## src/rtl/sba_ram.sv

```systemverilog
// generic single write port ram with registered read
module sba_ram #(
  parameter int unsigned WIDTH = 32,
  parameter int unsigned DEPTH = 128
) (
  input  logic                     clk_i,
  input  logic                     we_i,
  input  logic [$clog2(DEPTH)-1:0] waddr_i,
  input  logic [WIDTH-1:0]         wdata_i,
  input  logic                     re_i,
  input  logic [$clog2(DEPTH)-1:0] raddr_i,
  output logic [WIDTH-1:0]         rdata_o
);

  logic [WIDTH-1:0] mem_q [DEPTH];
  logic [WIDTH-1:0] rdata_q;

  always_ff @(posedge clk_i) begin
    if (we_i) begin
      mem_q[waddr_i] <= wdata_i;
    end
    if (re_i) begin
      rdata_q <= mem_q[raddr_i];
    end
  end

  assign rdata_o = rdata_q;

endmodule

```

## config.mk

```make
export PLATFORM = sky130hd
export DESIGN_NAME = sba_ram
export DESIGN_NICKNAME = d
export VERILOG_FILES = /design/src/rtl/sba_ram.sv
export SDC_FILE = /design/constraint.sdc
export NUM_CORES = 2
export LEC_CHECK = 0
export BUFFER_PORTS_ARGS = -buffer_cell sky130_fd_sc_hd__buf_4
export CORE_ASPECT_RATIO = 1.1
export CORE_UTILIZATION = 25
export CTS_BUF_LIST = sky130_fd_sc_hd__clkbuf_4
export DETAILED_ROUTE_END_ITERATION = 6
export HOLD_SLACK_MARGIN = 0.05
export PLACE_DENSITY_LB_ADDON = 0.05
export SETUP_SLACK_MARGIN = 0.2
export SLEW_MARGIN = 20
export SYNTH_ARGS = -nofsm -noshare
export SYNTH_HDL_FRONTEND = slang
export SYNTH_SLANG_ARGS = --single-unit
```

## constraint.sdc

```tcl
create_clock -name clk_i -period 10.1 [get_ports clk_i]
set_input_delay 0.505 -clock clk_i [delete_from_list [all_inputs] [get_ports clk_i]]
set_output_delay 0.505 -clock clk_i [all_outputs]
set_load 0.02 [all_outputs]
```

Word-level counts from Yosys, hierarchy flattened --
Memories as Yosys holds them, arrays and structs flattened. A register that Yosys moved wholly into a read port is not among the register bits. Index checks and enable logic that the tools add are counted.
Storage, ports and cells: input bits 49, RAM bits 4096, word-level logic and storage cells 3, memories 1, register bits after elaboration 0
Operators by class: mux-type cells 2
Memory list:
- mem_q | depth 128, width 32, rd ports 1, clocked after Yosys merged registers in 1, wr ports 1, RTL line 15 | logic [WIDTH-1:0] mem_q [DEPTH];
Operators by type and width (number):
- $mux 1 | 2

Logic depth before layout (Yosys ltp) --
depth after elaboration 2, mapped depth 8

Worst setup path before layout --
Ideal clock, no wire load.
path type input-to-reg, start point in we_i, end point mem mem_q[98][0] (enable), setup slack 6356 ps, arrival 3283 ps, stages on the path 3, path through clkbuf_1 nand4_1 nor3_1
On the way: word-level cells in the longest chain between the ends 2
RTL lines:
- start, declared | RTL line 7 | input logic we_i,
- $mux 1 | RTL line 19 | if (we_i) begin
- $mux 1 (implied by the code) | RTL line 20 | mem_q[waddr_i] <= wdata_i;
- end, declared | RTL line 15
Every way passes these cells.

==> results.cfg <==
[floorplanning]
rows = 304
pin_count = 81
die_width_um = 757
core_area_um2 = 623000
start_util_pct = 25.1
fp.dieH_um = 832
die-area_um2 = 630000

[clock_tree]
numCtsBuffers = 1246
clock_sinks = 4128
cts_tree = yes
clock_path_buffers = 5
path_clk_slew_ps = 60
clk_latency_ps = 1850
cts-root-buf = clkbuf_4
cts_setup_buffers = 0
htreeDepth = 7

[detailed_routing]
wl_mm = 593
drtPass1Iterations = 7
dr_total_vias = 76000
viasPerCell = 4.62
drtIter0Drc = 6606
wl_per_cell_um = 36.0
postRouteAntennaNets = 0
drc = 0

[worst_setup_path]
crit_end = rdata_o[0]
r2r-start = mem_q[71][0]
critPathMaxFanout = 70
reg2reg_slack_ps = 6680
rr_worst_depth = 5
r2r-end = rdata_o[0]
cp_data_arrival_time_ps = 5860
setup.worst_path.start = raddr_i[2]
path_class = in2reg
startpoint_type = input port
required_ps = 11610
endpoint_kind = register

[status]
status = complete, no violations

[timing]
worst_pin_slew_ps = 1130
slew_headroom_pct = 24.5
timing.hold.ws_ps = 355
hold_viol = 0
rsz0062_at_grt = no
post-route-period-util_pct = 43.1
fmax_ghz = 0.230
timing.setup.tns_ps = 0
setup_violations = 0
slew_viol_final = 0
fin_skew_ps = 248
post-route-min-period_ps = 4350

[synthesis]
synth_top_family_by_area = multiplexers
synth_commonest_cells = edfxtp_1 (4,128), mux4_2 (1,344), clkbuf_1 (182)
synthTopCellsByArea = edfxtp_1 (79%), mux4_2 (19%), clkbuf_1 (0.44%), nor2_1 (0.29%), buf_2 (0.25%)
yosysMostFrequentCell = edfxtp_1
muxShareOfSynthArea_pct = 19.6
synth_seq_area_share_pct = 79.2
synthXorXnorAreaFrac_pct = 0
synth-async-reset-ratio_pct = 0
yosys_most_used_dff = edfxtp_1
ys_seq_elements = 4128
synth_fa_ha_area_share_pct = 0
netlist_area_um2 = 157000
synthCells = 5990
synth_area_leader_cell = edfxtp_1
synth_nets = 6039
synthDominantCellAreaShare_pct = 79.2
synth_warnings = 0
synth_compound_area_share_pct = 0
synth-edff-count = 4128
synth-simple-area-share_pct = 0.445
synthDistinctLibCells = 16
avgSynthCellArea_um2 = 26.1

[global_routing]
grt_pass1_vias = 83600
grt_max_degree = 99
antenna_found_initial = 86
grtUsageTotal_pct = 18.9
overflow = 0
grt_pass1_wl_mm = 782

[cells_and_area]
utilization_pct = 29.8
layout-drive-gt1-share_pct = 45.4
areaGrowthSynthToFinish_pct = 18.7
fin_nets = 7432
stdcell_area_um2 = 186000

[power]
combPwrFrac_pct = 5.9
ir_worst_vdd_mv = 0.110
clkPwrFrac_pct = 42.3
p_sw_share_pct = 23.8
sequentialPowerShare_pct = 51.8
fin_total_pwr_mw = 36.7
p_sw_mw = 8.74
p_leak_nw = 57.3
powerDensity_nw_per_um2 = 197
internal-power_mw = 28.0

[job]
max_cap_viol_count = 0

[hold_path]
hp-class = in2reg

[placement]
place_congestion = 0.718
placed_area_um2 = 169000
io_buffers = 80
dpl.hpwl_mm = 321
[cells in the final DEF (no fill, tap or decap)]
cell	n
clkbuf_4	1811
buf_12	29
nand2_2	4
nand2_1	10
nor3_2	9
nand3_2	6
edfxtp_1	4128
mux2_2	32
clkinv_1	184
buf_6	1
buf_8	3
bufinv_16	7
buf_4	296
nand4_1	3
inv_2	11
nand3_1	6
mux4_2	1344
buf_16	27
clkinv_2	3
or3_1	1
nand2b_1	2
diode_2	46
nor2_4	119
nor2_1	3
dlygate4sd3_1	105
nor2b_1	7
[worst max-delay path, cell delays in order]
cell,delay (ps)
dlygate4sd3_1,560
buf_8,640
buf_4,730
buf_4,700
mux4_2,420
mux4_2,640
mux4_2,600
mux2_2,290
dlygate4sd3_1,550
[per-layer routing]
metal / GRT usage [%] / part of all wire (%) / vias to the layer above
li1: - / - / 30000
met2: 31.6 / 50 / 2416
met1: 25.1 / 44 / 42700
met5: 0 / 0.0084 / -
met3: 3.73 / 4.4 / 868
met4: 5.10 / 1.9 / 8
[how the worst min path moves through the flow]
stage,from,to,slack [ps],depth (start not counted)
after floorplan,wdata_i[0],mem_q[0][0],600,0
after detailed placement,wdata_i[18],mem_q[118][18],810,1
after global placement,wdata_i[18],mem_q[118][18],790,1
after global routing,raddr_i[5],rdata_o[5],150,4
final,wdata_i[5],mem_q[47][5],360,4
after CTS,wdata_i[12],mem_q[49][12],60,4
[area by class of cell]
| type | instances | area [µm²] |
|---|---|---|
| fill | 60400 | 437000 |
| sequential | 4128 | 124000 |
| multi-input combinational | 1546 | 32300 |
| clock buffer | 1811 | 13600 |
| tap | 8262 | 10300 |
| timing repair buffer | 461 | 4650 |
| clock inverter | 205 | 957 |
| antenna | 46 | 115 |
[cell families (layout without fill, tap and decap cells)]
kind of cell,count (synthesis),count (layout)
buffers and inverters,316,2477
DFF,4128,4128
muxes,1376,1376
other,0,46
and+or+nand+nor,170,170
[flip-flops by register name, summed over array words and instances, names as in the netlist]
| name | count |
|---|---|
| mem_q | 4096 |
| rdata_o | 32 |
[power by group through the flow]
stage          registers [mW]  logic [mW]  clock network [mW]
6_report                 19.0        2.17                15.5
5_1_grt                  19.0        2.29                17.0
4_1_cts                  19.0        2.28                16.2
3_5_place_dp             19.4        2.19                   0
3_3_place_gp             19.4        2.17                   0
2_1_floorplan            19.3       0.913                   0
[what timing repair did]
action                    4_1_cts  5_1_grt
resized for setup               0        0
hold endpoints to repair     6654        0
hold buffers                  135        0
[per-stage QoR]
stage | worst slack [ps] | instances
after global placement | 4860 | 14300
after floorplan | 6360 | 5990
final | 5750 | 16500
after detailed placement | 4870 | 14300
after CTS | 6020 | 16400
after global routing | 5870 | 16400
Power figures use the tool's default switching activity.
